$ cat src/led_blink_pattern_sequencer_defines.svh
// Assertion macros shared by the LED blink pattern sequencer RTL.
`ifndef LED_BLINK_PATTERN_SEQUENCER_DEFINES_SVH
`define LED_BLINK_PATTERN_SEQUENCER_DEFINES_SVH
`ifndef ASSERT_OFF
`define LBPS_ASSERT(label, ck, rn, prop, msg) \
    label: assert property (@(posedge ck) disable iff (!rn) (prop)) else $error(msg);
`define LBPS_ASSERT_ALWAYS(label, ck, prop, msg) \
    label: assert property (@(posedge ck) (prop)) else $error(msg);
`else
`define LBPS_ASSERT(label, ck, rn, prop, msg)
`define LBPS_ASSERT_ALWAYS(label, ck, prop, msg)
`endif
`endif

$ cat src/lbps_pkg.sv
// Types and constants of the LED blink pattern sequencer.
`default_nettype none
package lbps_pkg;

    localparam int KIND_W     = 2;
    localparam int LED_IDX_W  = 2;
    localparam int PAT_W      = 3;
    localparam int COUNT_W    = 8;
    localparam int LEVELS_W   = 2;
    localparam int CFG_IDX_W  = 3;
    localparam int CFG_DATA_W = 16;
    localparam int TIMER_W    = 17;
    localparam int BURST_W    = 2;

    localparam logic [TIMER_W-1:0] TIMER_MAX   = '1;
    localparam logic [PAT_W-1:0]   PAT_INVALID = 3'd7;

    typedef enum logic [KIND_W-1:0] {
        KIND_TICK  = 2'd0,
        KIND_SET   = 2'd1,
        KIND_COUNT = 2'd2
    } kind_t;

    typedef enum logic [PAT_W-1:0] {
        PAT_OFF  = 3'd0,
        PAT_ON   = 3'd1,
        PAT_FAST = 3'd2,
        PAT_SLOW = 3'd3,
        PAT_ERR1 = 3'd4,
        PAT_ERR2 = 3'd5,
        PAT_ERR3 = 3'd6
    } pattern_t;

    typedef enum logic [1:0] {
        PH_OFF   = 2'd0,
        PH_ON    = 2'd1,
        PH_PAUSE = 2'd2
    } phase_t;

    typedef enum logic [CFG_IDX_W-1:0] {
        CFG_FAST_HALF   = 3'd0,
        CFG_SLOW_HALF   = 3'd1,
        CFG_ERROR_ON    = 3'd2,
        CFG_ERROR_GAP   = 3'd3,
        CFG_ERROR_PAUSE = 3'd4,
        CFG_COUNT_ON    = 3'd5,
        CFG_COUNT_OFF   = 3'd6,
        CFG_COUNT_PAUSE = 3'd7
    } cfg_index_t;

    typedef struct packed {
        logic [CFG_DATA_W-1:0] fast_half_ms;
        logic [CFG_DATA_W-1:0] slow_half_ms;
        logic [CFG_DATA_W-1:0] error_on_ms;
        logic [CFG_DATA_W-1:0] error_gap_ms;
        logic [CFG_DATA_W-1:0] error_pause_ms;
        logic [CFG_DATA_W-1:0] count_on_ms;
        logic [CFG_DATA_W-1:0] count_off_ms;
        logic [CFG_DATA_W-1:0] count_pause_ms;
    } cfg_t;

    localparam cfg_t CFG_RESET = '{
        fast_half_ms:   16'd250,
        slow_half_ms:   16'd1000,
        error_on_ms:    16'd150,
        error_gap_ms:   16'd150,
        error_pause_ms: 16'd1000,
        count_on_ms:    16'd200,
        count_off_ms:   16'd200,
        count_pause_ms: 16'd1000
    };

    // Command as seen by one LED unit
    typedef struct packed {
        kind_t              kind;
        logic               hit;
        logic               pattern_ok;
        pattern_t           pattern;
        logic [COUNT_W-1:0] count;
    } led_cmd_t;

endpackage
`default_nettype wire

$ cat src/lbps_cmd_if.sv
// Command channel: valid/ready with one command item as payload.
`default_nettype none
interface lbps_cmd_if;
    import lbps_pkg::*;

    logic                 valid;
    logic                 ready;
    logic [KIND_W-1:0]    kind;
    logic [LED_IDX_W-1:0] led_index;
    logic [PAT_W-1:0]     pattern_code;
    logic [COUNT_W-1:0]   blink_count;

    modport source (output valid, kind, led_index, pattern_code, blink_count, input ready);
    modport sink   (input valid, kind, led_index, pattern_code, blink_count, output ready);
endinterface
`default_nettype wire

$ cat src/lbps_rsp_if.sv
// Result channel: valid/ready with LED levels, done flags and status.
`default_nettype none
interface lbps_rsp_if;
    import lbps_pkg::*;

    logic                valid;
    logic                ready;
    logic [LEVELS_W-1:0] led_levels;
    logic [LEVELS_W-1:0] done_mask;
    logic                status;

    modport source (output valid, led_levels, done_mask, status, input ready);
    modport sink   (input valid, led_levels, done_mask, status, output ready);
endinterface
`default_nettype wire

$ cat src/led_blink_pattern_sequencer.sv
// Top level of the two-LED blink pattern sequencer.
// Each accepted command item (tick, pattern set, or counted-blink start) yields one result
// item with the LED levels after it, the counted-blink done flags and a status bit. The block
// takes one item per clock cycle while the result side does not stall; an item passes an
// input register, the per-LED update logic, and a result register that offers its result.
// A stalled result holds the input register, and the command side then stalls. The LED units
// update their state as an item moves from the input register into the result register.
// The user must write timing registers through the plain write port only while no item is in
// flight; the block itself does not enforce this.
`default_nettype none
`include "led_blink_pattern_sequencer_defines.svh"
module led_blink_pattern_sequencer #(
    parameter int TICK_MS   = 10,
    parameter int MAX_COUNT = 15,
    parameter int NUM_LEDS  = 2
) (
    input  logic                             clk,
    input  logic                             rst_n,
    lbps_cmd_if.sink                         cmd,
    lbps_rsp_if.source                       rsp,
    input  logic                             cfg_we,
    input  logic [lbps_pkg::CFG_IDX_W-1:0]   cfg_index,
    input  logic [lbps_pkg::CFG_DATA_W-1:0]  cfg_data
);
    import lbps_pkg::*;

    logic                  in_valid_reg;
    logic [KIND_W-1:0]     in_kind_reg;
    logic [LED_IDX_W-1:0]  in_led_reg;
    logic [PAT_W-1:0]      in_pat_reg;
    logic [COUNT_W-1:0]    in_count_reg;

    logic                  out_valid_reg;
    logic [LEVELS_W-1:0]   levels_reg;
    logic [LEVELS_W-1:0]   done_reg;
    logic                  status_reg;

    logic                  adv;
    logic                  led_bad;
    logic                  status_next;
    logic [LEVELS_W-1:0]   led_level;
    logic [LEVELS_W-1:0]   led_done;
    cfg_t                  cfg;

    // Move the held item into the result register when that slot frees up
    assign adv       = in_valid_reg && (!out_valid_reg || rsp.ready);
    assign cmd.ready = !in_valid_reg || adv;

    // Capture a command on transfer
    always_ff @(posedge clk or negedge rst_n)
    begin
        if (!rst_n)
        begin
            in_valid_reg <= 1'b0;
        end
        else if (cmd.ready)
        begin
            in_valid_reg <= cmd.valid;
        end
    end

    always_ff @(posedge clk)
    begin
        if (cmd.valid && cmd.ready)
        begin
            in_kind_reg  <= cmd.kind;
            in_led_reg   <= cmd.led_index;
            in_pat_reg   <= cmd.pattern_code;
            in_count_reg <= cmd.blink_count;
        end
    end

    lbps_cfg_regs u_cfg (
        .clk       (clk),
        .rst_n     (rst_n),
        .cfg_we    (cfg_we),
        .cfg_index (cfg_index),
        .cfg_data  (cfg_data),
        .cfg       (cfg)
    );

    // One state machine per LED; unused slots read zero
    for (genvar i = 0; i < LEVELS_W; i++)
    begin : g_led
        if (i < NUM_LEDS)
        begin : g_unit
            led_cmd_t led_cmd;

            assign led_cmd.kind       = kind_t'(in_kind_reg);
            assign led_cmd.hit        = (in_led_reg == LED_IDX_W'(i));
            assign led_cmd.pattern_ok = (in_pat_reg != PAT_INVALID);
            assign led_cmd.pattern    = pattern_t'(in_pat_reg);
            assign led_cmd.count      = in_count_reg;

            lbps_led_unit #(
                .TICK_MS   (TICK_MS),
                .MAX_COUNT (MAX_COUNT)
            ) u_led (
                .clk    (clk),
                .rst_n  (rst_n),
                .enable (adv),
                .cmd    (led_cmd),
                .cfg    (cfg),
                .level  (led_level[i]),
                .done   (led_done[i])
            );
        end
        else
        begin : g_none
            assign led_level[i] = 1'b0;
            assign led_done[i]  = 1'b0;
        end
    end

    // Flag an invalid LED index or pattern code
    assign led_bad = (in_led_reg >= LED_IDX_W'(NUM_LEDS));

    always_comb
    begin
        case (kind_t'(in_kind_reg))
            KIND_SET:   status_next = led_bad || (in_pat_reg == PAT_INVALID);
            KIND_COUNT: status_next = led_bad;
            default:    status_next = 1'b0;
        endcase
    end

    // Hold the result until its transfer
    always_ff @(posedge clk or negedge rst_n)
    begin
        if (!rst_n)
        begin
            out_valid_reg <= 1'b0;
        end
        else if (adv)
        begin
            out_valid_reg <= 1'b1;
        end
        else if (rsp.ready)
        begin
            out_valid_reg <= 1'b0;
        end
    end

    always_ff @(posedge clk)
    begin
        if (adv)
        begin
            levels_reg <= led_level;
            done_reg   <= led_done;
            status_reg <= status_next;
        end
    end

    assign rsp.valid      = out_valid_reg;
    assign rsp.led_levels = levels_reg;
    assign rsp.done_mask  = done_reg;
    assign rsp.status     = status_reg;

    `LBPS_ASSERT(a_adv_fills_result, clk, rst_n, adv |=> out_valid_reg, "processed item lost before result stage")

endmodule
`default_nettype wire

$ cat src/lbps_cfg_regs.sv
// Timing register file of the LED blink pattern sequencer.
`default_nettype none
module lbps_cfg_regs (
    input  logic                             clk,
    input  logic                             rst_n,
    input  logic                             cfg_we,
    input  logic [lbps_pkg::CFG_IDX_W-1:0]   cfg_index,
    input  logic [lbps_pkg::CFG_DATA_W-1:0]  cfg_data,
    output lbps_pkg::cfg_t                   cfg
);
    import lbps_pkg::*;

    cfg_t cfg_reg;

    // Load the addressed register on a write
    always_ff @(posedge clk or negedge rst_n)
    begin
        if (!rst_n)
        begin
            cfg_reg <= CFG_RESET;
        end
        else if (cfg_we)
        begin
            case (cfg_index_t'(cfg_index))
                CFG_FAST_HALF:   cfg_reg.fast_half_ms   <= cfg_data;
                CFG_SLOW_HALF:   cfg_reg.slow_half_ms   <= cfg_data;
                CFG_ERROR_ON:    cfg_reg.error_on_ms    <= cfg_data;
                CFG_ERROR_GAP:   cfg_reg.error_gap_ms   <= cfg_data;
                CFG_ERROR_PAUSE: cfg_reg.error_pause_ms <= cfg_data;
                CFG_COUNT_ON:    cfg_reg.count_on_ms    <= cfg_data;
                CFG_COUNT_OFF:   cfg_reg.count_off_ms   <= cfg_data;
                CFG_COUNT_PAUSE: cfg_reg.count_pause_ms <= cfg_data;
                default:         cfg_reg <= cfg_reg;
            endcase
        end
    end

    assign cfg = cfg_reg;

endmodule
`default_nettype wire

$ cat src/lbps_led_unit.sv
// Per-LED pattern and counted-blink state machine.
`default_nettype none
`include "led_blink_pattern_sequencer_defines.svh"
module lbps_led_unit #(
    parameter int TICK_MS   = 10,
    parameter int MAX_COUNT = 15
) (
    input  logic                clk,
    input  logic                rst_n,
    input  logic                enable,
    input  lbps_pkg::led_cmd_t  cmd,
    input  lbps_pkg::cfg_t      cfg,
    output logic                level,
    output logic                done
);
    import lbps_pkg::*;

    pattern_t               pattern_reg,  pattern_next;
    logic [TIMER_W-1:0]     timer_reg,    timer_next;
    phase_t                 phase_reg,    phase_next;
    logic [BURST_W-1:0]     burst_reg,    burst_next;
    logic                   active_reg,   active_next;
    logic [COUNT_W-1:0]     target_reg,   target_next;
    logic [COUNT_W-1:0]     done_cnt_reg, done_cnt_next;
    pattern_t               saved_reg,    saved_next;

    logic [TIMER_W:0]       timer_sum;
    logic [TIMER_W-1:0]     timer_inc;
    logic [CFG_DATA_W-1:0]  half_ms;
    logic [PAT_W-1:0]       pat_bits;
    logic [BURST_W-1:0]     burst_target;
    logic [BURST_W-1:0]     burst_n;
    logic [COUNT_W-1:0]     done_inc;
    logic [COUNT_W-1:0]     count_clamped;

    // Hold the state
    always_ff @(posedge clk or negedge rst_n)
    begin
        if (!rst_n)
        begin
            pattern_reg  <= PAT_OFF;
            timer_reg    <= '0;
            phase_reg    <= PH_OFF;
            burst_reg    <= '0;
            active_reg   <= 1'b0;
            target_reg   <= '0;
            done_cnt_reg <= '0;
            saved_reg    <= PAT_OFF;
        end
        else
        begin
            pattern_reg  <= pattern_next;
            timer_reg    <= timer_next;
            phase_reg    <= phase_next;
            burst_reg    <= burst_next;
            active_reg   <= active_next;
            target_reg   <= target_next;
            done_cnt_reg <= done_cnt_next;
            saved_reg    <= saved_next;
        end
    end

    // Saturating timer step and helper values
    assign timer_sum     = {1'b0, timer_reg} + (TIMER_W+1)'(TICK_MS);
    assign timer_inc     = (timer_sum > {1'b0, TIMER_MAX}) ? TIMER_MAX : timer_sum[TIMER_W-1:0];
    assign half_ms       = (pattern_reg == PAT_FAST) ? cfg.fast_half_ms : cfg.slow_half_ms;
    assign pat_bits      = pattern_reg;
    assign burst_target  = BURST_W'(pat_bits - 3'd3);
    assign burst_n       = burst_reg + 2'd1;
    assign done_inc      = (done_cnt_reg == '1) ? done_cnt_reg : done_cnt_reg + 8'd1;
    assign count_clamped = (cmd.count > COUNT_W'(MAX_COUNT)) ? COUNT_W'(MAX_COUNT) : cmd.count;

    // Advance the pattern, the counted blink, or take a command
    always_comb
    begin
        pattern_next  = pattern_reg;
        timer_next    = timer_reg;
        phase_next    = phase_reg;
        burst_next    = burst_reg;
        active_next   = active_reg;
        target_next   = target_reg;
        done_cnt_next = done_cnt_reg;
        saved_next    = saved_reg;
        done          = 1'b0;

        if (enable)
        begin
            case (cmd.kind)
                KIND_TICK:
                begin
                    if (active_reg)
                    begin
                        timer_next = timer_inc;
                        case (phase_reg)
                            PH_ON:
                            begin
                                if (timer_inc >= {1'b0, cfg.count_on_ms})
                                begin
                                    timer_next    = '0;
                                    done_cnt_next = done_inc;
                                    phase_next    = (done_inc >= target_reg) ? PH_PAUSE : PH_OFF;
                                end
                            end
                            PH_OFF:
                            begin
                                if (timer_inc >= {1'b0, cfg.count_off_ms})
                                begin
                                    phase_next = PH_ON;
                                    timer_next = '0;
                                end
                            end
                            default:
                            begin
                                // End of pause: restore the saved pattern
                                if (timer_inc >= {1'b0, cfg.count_pause_ms})
                                begin
                                    active_next  = 1'b0;
                                    pattern_next = saved_reg;
                                    timer_next   = '0;
                                    burst_next   = '0;
                                    phase_next   = (saved_reg == PAT_ON) ? PH_ON : PH_OFF;
                                    done         = 1'b1;
                                end
                            end
                        endcase
                    end
                    else
                    begin
                        case (pattern_reg)
                            PAT_OFF: phase_next = PH_OFF;
                            PAT_ON:  phase_next = PH_ON;
                            PAT_FAST, PAT_SLOW:
                            begin
                                timer_next = timer_inc;
                                if ((phase_reg == PH_OFF || phase_reg == PH_ON)
                                    && timer_inc >= {1'b0, half_ms})
                                begin
                                    phase_next = (phase_reg == PH_OFF) ? PH_ON : PH_OFF;
                                    timer_next = '0;
                                end
                            end
                            PAT_ERR1, PAT_ERR2, PAT_ERR3:
                            begin
                                timer_next = timer_inc;
                                case (phase_reg)
                                    PH_OFF:
                                    begin
                                        if (timer_inc >= {1'b0, cfg.error_gap_ms})
                                        begin
                                            phase_next = PH_ON;
                                            timer_next = '0;
                                        end
                                    end
                                    PH_ON:
                                    begin
                                        if (timer_inc >= {1'b0, cfg.error_on_ms})
                                        begin
                                            timer_next = '0;
                                            if (burst_n >= burst_target)
                                            begin
                                                phase_next = PH_PAUSE;
                                                burst_next = '0;
                                            end
                                            else
                                            begin
                                                phase_next = PH_OFF;
                                                burst_next = burst_n;
                                            end
                                        end
                                    end
                                    default:
                                    begin
                                        if (timer_inc >= {1'b0, cfg.error_pause_ms})
                                        begin
                                            phase_next = PH_OFF;
                                            timer_next = '0;
                                        end
                                    end
                                endcase
                            end
                            default: ;
                        endcase
                    end
                end
                KIND_SET:
                begin
                    if (cmd.hit && cmd.pattern_ok)
                    begin
                        pattern_next = cmd.pattern;
                        timer_next   = '0;
                        burst_next   = '0;
                        phase_next   = (cmd.pattern == PAT_ON) ? PH_ON : PH_OFF;
                    end
                end
                KIND_COUNT:
                begin
                    if (cmd.hit)
                    begin
                        if (cmd.count == '0)
                        begin
                            done = 1'b1;
                        end
                        else
                        begin
                            saved_next    = pattern_reg;
                            target_next   = count_clamped;
                            done_cnt_next = '0;
                            active_next   = 1'b1;
                            phase_next    = PH_ON;
                            timer_next    = '0;
                        end
                    end
                end
                default: ;
            endcase
        end
    end

    // Drive level after this item
    assign level = (phase_next == PH_ON);

    `LBPS_ASSERT(a_target_range, clk, rst_n, active_reg |-> (target_reg != '0 && target_reg <= COUNT_W'(MAX_COUNT)), "counted target out of range")
    `LBPS_ASSERT(a_off_stays_dark, clk, rst_n, (!active_reg && pattern_reg == PAT_OFF) |-> phase_reg == PH_OFF, "LED lit under off pattern")
    `LBPS_ASSERT(a_on_stays_lit, clk, rst_n, (!active_reg && pattern_reg == PAT_ON) |-> phase_reg == PH_ON, "LED dark under on pattern")
    `LBPS_ASSERT(a_burst_range, clk, rst_n, burst_reg != 2'd3, "burst index beyond three blinks")

endmodule
`default_nettype wire
$ cat src/flat_wrapper.sv
// flat-port wrapper written by rule: the top's interface ports become plain ports
module led_blink_pattern_sequencer_flat import lbps_pkg::*;
#(
    parameter int TICK_MS   = 10,
    parameter int MAX_COUNT = 15,
    parameter int NUM_LEDS  = 2
)
  (clk, rst_n, cfg_we, cfg_index, cfg_data, cmd_valid, cmd_kind, cmd_led_index, cmd_pattern_code, cmd_blink_count, cmd_ready, rsp_valid, rsp_led_levels, rsp_done_mask, rsp_status, rsp_ready);
  lbps_cmd_if cmd_i ();
  lbps_rsp_if rsp_i ();
  input  logic clk;
  input  logic rst_n;
  input  logic cfg_we;
  input  logic [lbps_pkg::CFG_IDX_W-1:0] cfg_index;
  input  logic [lbps_pkg::CFG_DATA_W-1:0] cfg_data;
  input wire logic [$bits(cmd_i.valid)-1:0] cmd_valid;
  input wire logic [$bits(cmd_i.kind)-1:0] cmd_kind;
  input wire logic [$bits(cmd_i.led_index)-1:0] cmd_led_index;
  input wire logic [$bits(cmd_i.pattern_code)-1:0] cmd_pattern_code;
  input wire logic [$bits(cmd_i.blink_count)-1:0] cmd_blink_count;
  output wire logic [$bits(cmd_i.ready)-1:0] cmd_ready;
  output wire logic [$bits(rsp_i.valid)-1:0] rsp_valid;
  output wire logic [$bits(rsp_i.led_levels)-1:0] rsp_led_levels;
  output wire logic [$bits(rsp_i.done_mask)-1:0] rsp_done_mask;
  output wire logic [$bits(rsp_i.status)-1:0] rsp_status;
  input wire logic [$bits(rsp_i.ready)-1:0] rsp_ready;
  assign cmd_i.valid = cmd_valid;
  assign cmd_i.kind = cmd_kind;
  assign cmd_i.led_index = cmd_led_index;
  assign cmd_i.pattern_code = cmd_pattern_code;
  assign cmd_i.blink_count = cmd_blink_count;
  assign cmd_ready = cmd_i.ready;
  assign rsp_valid = rsp_i.valid;
  assign rsp_led_levels = rsp_i.led_levels;
  assign rsp_done_mask = rsp_i.done_mask;
  assign rsp_status = rsp_i.status;
  assign rsp_i.ready = rsp_ready;
  led_blink_pattern_sequencer #(.TICK_MS(TICK_MS), .MAX_COUNT(MAX_COUNT), .NUM_LEDS(NUM_LEDS)) u_core (.clk(clk), .rst_n(rst_n), .cmd(cmd_i), .rsp(rsp_i), .cfg_we(cfg_we), .cfg_index(cfg_index), .cfg_data(cfg_data));
endmodule
$ cat config.mk
export PLATFORM = sky130hd
export DESIGN_NAME = led_blink_pattern_sequencer_flat
export DESIGN_NICKNAME = d
export VERILOG_FILES = /design/src/lbps_pkg.sv /design/src/lbps_cmd_if.sv /design/src/lbps_rsp_if.sv /design/src/led_blink_pattern_sequencer.sv /design/src/lbps_cfg_regs.sv /design/src/lbps_led_unit.sv /design/src/flat_wrapper.sv
export VERILOG_INCLUDE_DIRS = /design/src /design/src/src
export SDC_FILE = /design/constraint.sdc
export NUM_CORES = 1
export LEC_CHECK = 0
export BUFFER_PORTS_ARGS = -buffer_cell sky130_fd_sc_hd__buf_2
export CAP_MARGIN = 20
export CORE_MARGIN = 1
export CORE_UTILIZATION = 30
export CTS_CLUSTER_DIAMETER = 100
export DETAILED_ROUTE_END_ITERATION = 7
export GPL_TIMING_DRIVEN = 0
export PLACE_DENSITY_LB_ADDON = 0.08
export SYNTH_ARGS = -nofsm -noshare
export SYNTH_HDL_FRONTEND = slang
export SYNTH_HIERARCHICAL = 1
export SYNTH_SLANG_ARGS = --single-unit
$ cat constraint.sdc
create_clock -name clk -period 10.5 [get_ports clk]
set_clock_uncertainty 0.1 [all_clocks]
set_input_delay 0.525 -clock clk [delete_from_list [all_inputs] [get_ports clk]]
set_output_delay 0.525 -clock clk [all_outputs]
set_load 0.05 [all_outputs]
Word-level counts from Yosys, hierarchy flattened

Index checks and enable logic that the tools add are counted.

Add/sub/neg operators: 8
Order comparisons: 22
Equal/unequal tests: 60
Muxes and demuxes: 141
Bitwise logic cells: 1
Reduce and logical (&&, ||, !) cells: 51

Operator list:

| kind                                                 | count |
|---|---|
| 2-to-1 mux 17 bit                                    | 23 |
| >= comparator 17 x 16 -> 1 bit                       | 14 |
| case mux 17 bit (2 select lines)                     | 6 |
| case mux 17 bit (3 select lines)                     | 2 |
| 2-to-1 mux 8 bit                                     | 12 |
| 2-to-1 mux 2 bit                                     | 44 |
| adder 17 x 4 -> 18 bit, second input constant        | 2 |
| > comparator 18 x 17 -> 1 bit, second input constant | 2 |
| equality test 3 bit, second input constant           | 11 |
| != test 3 bit, second input constant                 | 11 |
| 2-to-1 mux 16 bit                                    | 2 |
| case mux 8 bit (2 select lines)                      | 2 |
| != test 2 bit, second input constant                 | 15 |
| 2-to-1 mux 1 bit                                     | 25 |
| 2-to-1 mux 3 bit                                     | 8 |
| case mux 2 bit (2 select lines)                      | 6 |
| AND reduction 6 bit                                  | 4 |
| equality test 3 x 1 -> 1 bit, second input constant  | 6 |
| equality test 3 x 2 -> 1 bit, second input constant  | 6 |
| adder 8 x 1 -> 8 bit, second input constant          | 2 |
| equality test 8 bit, second input constant           | 2 |
| >= comparator 8 bit                                  | 2 |
| case mux 2 bit (4 select lines)                      | 2 |
| AND reduction 2 bit                                  | 8 |
| other kinds (26)                                     | 66 |

Bits in registers: 238
Input port bits: 39
Output and inout bits: 7
Word-level logic and storage cells: 316

Logic depth before layout (Yosys ltp)

Depth after elaboration: 11
Mapped depth: 18
Depth with buffers taken out: 16

Hierarchy

The synthesis kept the hierarchy.

Modules (own cells, without submodules):

| module                                       | instances | cells each | area each (um^2) | seq. area each (um^2) |
|---|---|---|---|---|
| lbps_led_unit (u_core.g_led[1].g_unit.u_led) | 1         | 771        | 6,247.2          | 1,101.1 |
| lbps_led_unit (u_core.g_led[0].g_unit.u_led) | 1         | 784        | 6,203.4          | 1,101.1 |
| lbps_cfg_regs                                | 1         | 279        | 4,962.3          | 3,250.6 |
| led_blink_pattern_sequencer                  | 1         | 38         | 768.2            | 650.6 |

Worst setup path after synthesis

Ideal clock, no wire load.

Kind: register to register
From: register u_core.g_led[0].g_unit.u_led.timer_reg[1]
To: register u_core.levels_reg[0], in the netlist u_core/rsp.led_levels[0], data pin
Setup time: 0.270 ns
Data arrival time: 3.881 ns
Required time: 10.130 ns
Path slack: 6.249 ns
Stages on the path, launching flop included: 16
Buffers on the path: 2
Period minus slack after synthesis: 4.251 ns
Cells stage by stage: dfrtp_1 -> ha_1 -> o211ai_2 -> or4_1 -> buf_2 -> clkbuf_1 -> o21ai_0 -> ha_1 -> nand3_1 -> nor3_1 -> o211ai_1 -> a2bb2oi_2 -> and2_4 -> or4_4 -> a2111oi_4 -> nor3b_2

Word-level cells in the longest chain between the ends: 11
Elaborated cells between the ends (all ways): 25
Classes of those cells: add/sub: 1; order compare: 8; eq/ne: 1; mux: 14; reduce/logical: 1

RTL lines:

| element                                                                    | RTL line                                   | RTL |
|---|---|---|
| from (decl)                                                                | lbps_led_unit.sv:19                        | `logic [TIMER_W-1:0] timer_reg, timer_next;` |
| from (signal assigned)                                                     | lbps_led_unit.sv:53                        | `timer_reg <= timer_next;` |
| adder 17 x 4 -> 18 bit *                                                   | lbps_led_unit.sv:64                        | `assign timer_sum = {1'b0, timer_reg} + (TIMER_W+1)'(TICK_MS);` |
| > comparator 18 x 17 -> 1 bit                                              | lbps_led_unit.sv:65                        | `assign timer_inc = (timer_sum > {1'b0, TIMER_MAX}) ? TIMER_MAX : timer_sum[TIMER_W-1:0];` |
| 2-to-1 mux 17 bit *                                                        | lbps_led_unit.sv:65                        |  |
| >= comparator 17 x 16 -> 1 bit, on equally long branches                   | -                                          |  |
| 2-to-1 mux 2 bit (tied with other cells)                                   | lbps_led_unit.sv:173                       | `if (timer_inc >= {1'b0, cfg.error_pause_ms})` |
| case mux 2 bit (2 select lines) / 2-to-1 mux 2 bit (equally long branches) | lbps_led_unit.sv:145, lbps_led_unit.sv:135 |  |
| case mux 2 bit (4 select lines)                                            | lbps_led_unit.sv:129                       | `case (pattern_reg)` |
| 2-to-1 mux 2 bit *                                                         | lbps_led_unit.sv:91                        | `if (active_reg)` |
| case mux 2 bit (3 select lines) *                                          | lbps_led_unit.sv:88                        | `case (cmd.kind)` |
| 2-to-1 mux 2 bit *                                                         | lbps_led_unit.sv:86                        | `if (enable)` |
| equality test 2 x 1 -> 1 bit *                                             | lbps_led_unit.sv:220                       | `assign level = (phase_next == PH_ON);` |
| named net u_core.led_level[0]                                              | led_blink_pattern_sequencer.sv:41          | `logic [LEVELS_W-1:0] led_level;` |
| to (signal assigned)                                                       | led_blink_pattern_sequencer.sv:148         | `levels_reg <= led_level;` |
| to (decl)                                                                  | led_blink_pattern_sequencer.sv:34          | `logic [LEVELS_W-1:0] levels_reg;` |

Mark *: on every way through the listed nets, which the timed path passes. The rest lies on a longest branch.
A chain may end at the register's enable or synchronous reset.

Worst setup path after layout

From: register u_core.g_led[1].g_unit.u_led.timer_reg[1]
To: register u_core.g_led[1].g_unit.u_led.timer_reg[8]

Word-level cells in the longest chain between the ends: 9
Elaborated cells between the ends (all ways): 23
Classes of those cells: add/sub: 1; order compare: 8; mux: 13; reduce/logical: 1

RTL lines:

| element                                                                      | RTL line |
|---|---|
| from (decl)                                                                  | lbps_led_unit.sv:19 |
| from (signal assigned)                                                       | lbps_led_unit.sv:53 |
| adder 17 x 4 -> 18 bit *                                                     | lbps_led_unit.sv:64 |
| > comparator 18 x 17 -> 1 bit                                                | lbps_led_unit.sv:65 |
| 2-to-1 mux 17 bit *                                                          | lbps_led_unit.sv:65 |
| >= comparator 17 x 16 -> 1 bit, on equally long branches                     | - |
| 2-to-1 mux 17 bit (tied with other cells)                                    | lbps_led_unit.sv:173 |
| case mux 17 bit (2 select lines) / 2-to-1 mux 17 bit (equally long branches) | lbps_led_unit.sv:145, lbps_led_unit.sv:135 |
| case mux 17 bit (2 select lines)                                             | lbps_led_unit.sv:129 |
| 2-to-1 mux 17 bit *                                                          | lbps_led_unit.sv:91 |
| case mux 17 bit (3 select lines) *                                           | lbps_led_unit.sv:88 |

Mark *: on every way between the ends. The rest lies on a longest branch, timed or not.

==> flow_summary_export.csv <==
group,metric,value,unit
finish,layout.nets,2255,
critical_path,critical_path.max_fanout,10,
logic_synthesis,async_flop_share,0.916,
power_and_ir_drop,leakage,9.78,nW
place,gp_congestion,0.836,
floorplanning,die_area,0.0616,mm2
floorplanning,core.rowCount,89,
logic_synthesis,avgSynthCellArea,9.71,um2
critical_path,regToRegEndpoint,"u_core/g_led[1].g_unit.u_led/timer_reg[8]$_DFFE_PN0P_",
critical_path,regToRegStartpoint,"u_core/g_led[1].g_unit.u_led/timer_reg[1]$_DFFE_PN0P_",
timing,timing.final.setup_violations,0,
power_and_ir_drop,power_density,206,mW/mm2
floorplanning,initial_core_util,0.306,
critical_path,worst_setup_path_end_kind,"register",
global_route,globalRoute.totalOverflow,0,
critical_path,flop_to_flop_setup_slack,4.50,ns
routing,num_vias,14400,
timing,final.period_utilization,0.571,
logic_synthesis,synth_enable_flop_cells,20,
place,dp.final_hpwl,45200,um
timing,maximum_clock_frequency,0.167,GHz
critical_path,critical_path.endpoint,"u_core/g_led[1].g_unit.u_led/timer_reg[8]$_DFFE_PN0P_",
clock_tree,ctsHoldBuffers,1,
clock_tree,cts_tree,"built",
logic_synthesis,yosysSeqAreaShare,0.336,
clock_tree,cts.path.max_buffers,3,
finish,largest_reg_flops,128,
critical_path,worstSetupStartpointType,"register",
critical_path,critical_path_data_arrival_time,6.37,ns
critical_path,ff2ff_path_depth,18,
logic_synthesis,yosys.area.top_type,"dfrtp_1",
global_route,wire_length_of_the_first_global_routing_pass,89400,um
place,port_buffers,41,
routing,detail_route.iter0.violations,840,
critical_path,cp_data_required_time,10.86,ns
logic_synthesis,mappedNetlistNets,2171,
logic_synthesis,ys.flop_type,"dfrtp_1",
logic_synthesis,syn_warnings,6,
routing,route.detailed.vias_per_inst,5.21,
power_and_ir_drop,power.ir.vdd_worst,0.111,mV
hold_path,timing.hold.worst.class,"input port to register",
clock_tree,cts.sinks,238,
logic_synthesis,synth_top_area_share,0.248,
finish,layout-drive-gt1-share,0.177,
clock_tree,post_cts_resized,0,
global_route,first_global_vias,14600,
clock_tree,post_cts_buffers,0,
routing,antenna_left,0,
flow_run,max_cap_viol_count,0,
floorplanning,die_height,248,um
finish,fillerInstances,6125,
global_route,pin_count_of_the_biggest_net_entering_global_routing,106,
routing,wl_per_cell,21.1,um
timing,timing_worst_slew_pin_value,1.11,ns
timing,rsz0062_at_grt,"false",
critical_path,path_class,"register to register",
timing,final_period_minus_worst_setup_slack,6.00,ns
floorplanning,io_pins,46,
logic_synthesis,synth_cells,1872,
clock_tree,number_of_h_tree_levels,2,
logic_synthesis,synth-seq-cells,238,
finish,post-route-util,0.347,
logic_synthesis,yosys-top-cells-area,"dfrtp_1 (25%), ha_1 (18%), mux2_2 (8.2%)",
clock_tree,insertion_delay,0.56,ns
timing,final.setup.tns,0,ns
routing,drt_wl_total,58200,um
critical_path,slowest_stage,"a2111oi_0",
routing,first_pass_iters,5,
critical_path,worst_setup_path_startpoint,"u_core/g_led[1].g_unit.u_led/timer_reg[1]$_DFFE_PN0P_",
timing,max-slew-margin-rel,0.257,
clock_tree,clk_root_buffer_cell,"clkbuf_16",
global_route,antenna_violations_before_repair,0,
critical_path,crit_path_max_incr_delay,0.61,ns
clock_tree,clkTransAtPathRegs,0.06,ns
logic_synthesis,synthesis.area,0.0182,mm2
critical_path,critical_path_cell_by_cell,"ha_1, nor2_1, nor2_1, nand4_1, or2_2, clkbuf_1, clkbuf_1, nand2_1, ha_1, a21o_1, a2111oi_0, o31ai_1, nor3b_1, o211ai_2, a21boi_2, o2111ai_4, buf_6, a22o_1",
timing,finalHoldViolations,0,
floorplanning,core,0.0595,mm2
global_route,global_route.usage.total,0.194,
clock_tree,tritoncts.num_buffers,34,
timing,slew_viol_final,0,
floorplanning,die_x,248,um
finish,area_delta_synth_final,13.5,%
run_status,outcome,"finished, final reports clean",
logic_synthesis,synthDistinctLibCells,105,
routing,drt_drc_violations_left,0,
-- cell usage in the layout, fill, tap and decap left out, types with 54 or more instances in the layout --
cell       n
inv_1    233
nand2_1  140
ha_1     260
a21oi_1  105
mux2_2   133
nand4_1   54
o21ai_0   70
dfrtp_1  180
nor2_1    84
-- how the worst min path moves through the flow --
stage                                                            from                                                      to  slack [ns]  cells after the start
2_1_floorplan                                                   rst_n     u_core/g_led[0].g_unit.u_led/active_reg$_DFFE_PN0P_        0.13                      0
3_3_place_gp   u_core/g_led[1].g_unit.u_led/target_reg[0]$_DFFE_PN0P_  u_core/g_led[1].g_unit.u_led/target_reg[0]$_DFFE_PN0P_        0.37                      2
3_5_place_dp                                                    rst_n                        u_core/u_cfg/cfg[10]$_DFFE_PN0P_        0.32                      1
4_1_cts                                            cmd_blink_count[4]                        u_core/in_count_reg[4]$_DFFE_PP_        0.02                      1
5_1_grt                                            cmd_blink_count[6]                        u_core/in_count_reg[6]$_DFFE_PP_        0.02                      1
6_report                                           cmd_blink_count[4]                        u_core/in_count_reg[4]$_DFFE_PP_        0.05                      1
-- power by group --
part | switching [mW] | internal, mW
logic | 1.03 | 0.704
registers | 0.178 | 1.15
clock network | 0.458 | 0.738
-- metrics by stage --
step | setup slack [ns] | total power [mW] | cell area, um2 | instances | hold slack [ns]
global placement | 4.07 | 3.04 | 19400 | 2686 | 0.375
global route | 4.26 | 4.60 | 20600 | 2754 | 0.0228
finish | 4.50 | 4.26 | 20600 | 2756 | 0.0508
CTS | 4.56 | 4.32 | 20600 | 2753 | 0.0191
floorplan | 6.25 | 2.53 | 18200 | 1872 | 0.129
detailed placement | 4.61 | 3.08 | 19500 | 2691 | 0.318
-- final cells by class --
type                            count  area, um2  share of cell area
Antenna cell                        2       5.00            0.000242
Buffer                             52        290              0.0141
Clock buffer                       48       1000              0.0487
Clock inverter                     13        141             0.00685
Inverter                          233        875              0.0424
Multi-Input combinational cell   1349      10900               0.530
Sequential cell                   238       6100               0.296
Tap cell                          773        967              0.0469
Timing Repair Buffer               48        322              0.0156
-- synthesized netlist by cell type (20+ instances only) --
library cell  count
nand3_1          46
a21oi_1         105
nor2b_1          22
o21ai_0          73
nand2_1         140
mux2_2          133
clkbuf_1         29
nor3_1           27
o21a_1           25
nand2b_1         26
nor2_1           84
ha_1            260
a21o_1           32
mux2i_1          49
dfstp_2          38
edfxtp_1         20
a211oi_1         20
nand4_1          54
inv_1           233
dfrtp_1         180
-- layer usage --
metal | GRT usage | up-vias | routed length, um
met3 | 0.0199 | 71 | 1730
li1 | - | 6943 | -
met1 | 0.273 | 7147 | 28700
met5 | 0 | - | 0
met4 | 0.0513 | 0 | 1140
met2 | 0.314 | 197 | 26700
-- cells by family after synthesis --
logic type                 synth area share
buffers and inverters                0.0641
and+or+nand+nor                       0.142
AOI/OAI and AO/OA                     0.146
muxes                                 0.119
xor gates and xnor gates             0.0149
adders and majority gates             0.179
DFF                                   0.336
-- worst max-delay path, delay by kind of cell, from the launching register on --
family                     cells  cell delay [ns]
and+or+nand+nor                6             1.55
adders and majority gates      2             0.79
buffers and inverters          3             0.96
AOI/OAI and AO/OA              7             2.02
DFF                            1             0.44
Power figures use the tool's default switching activity.
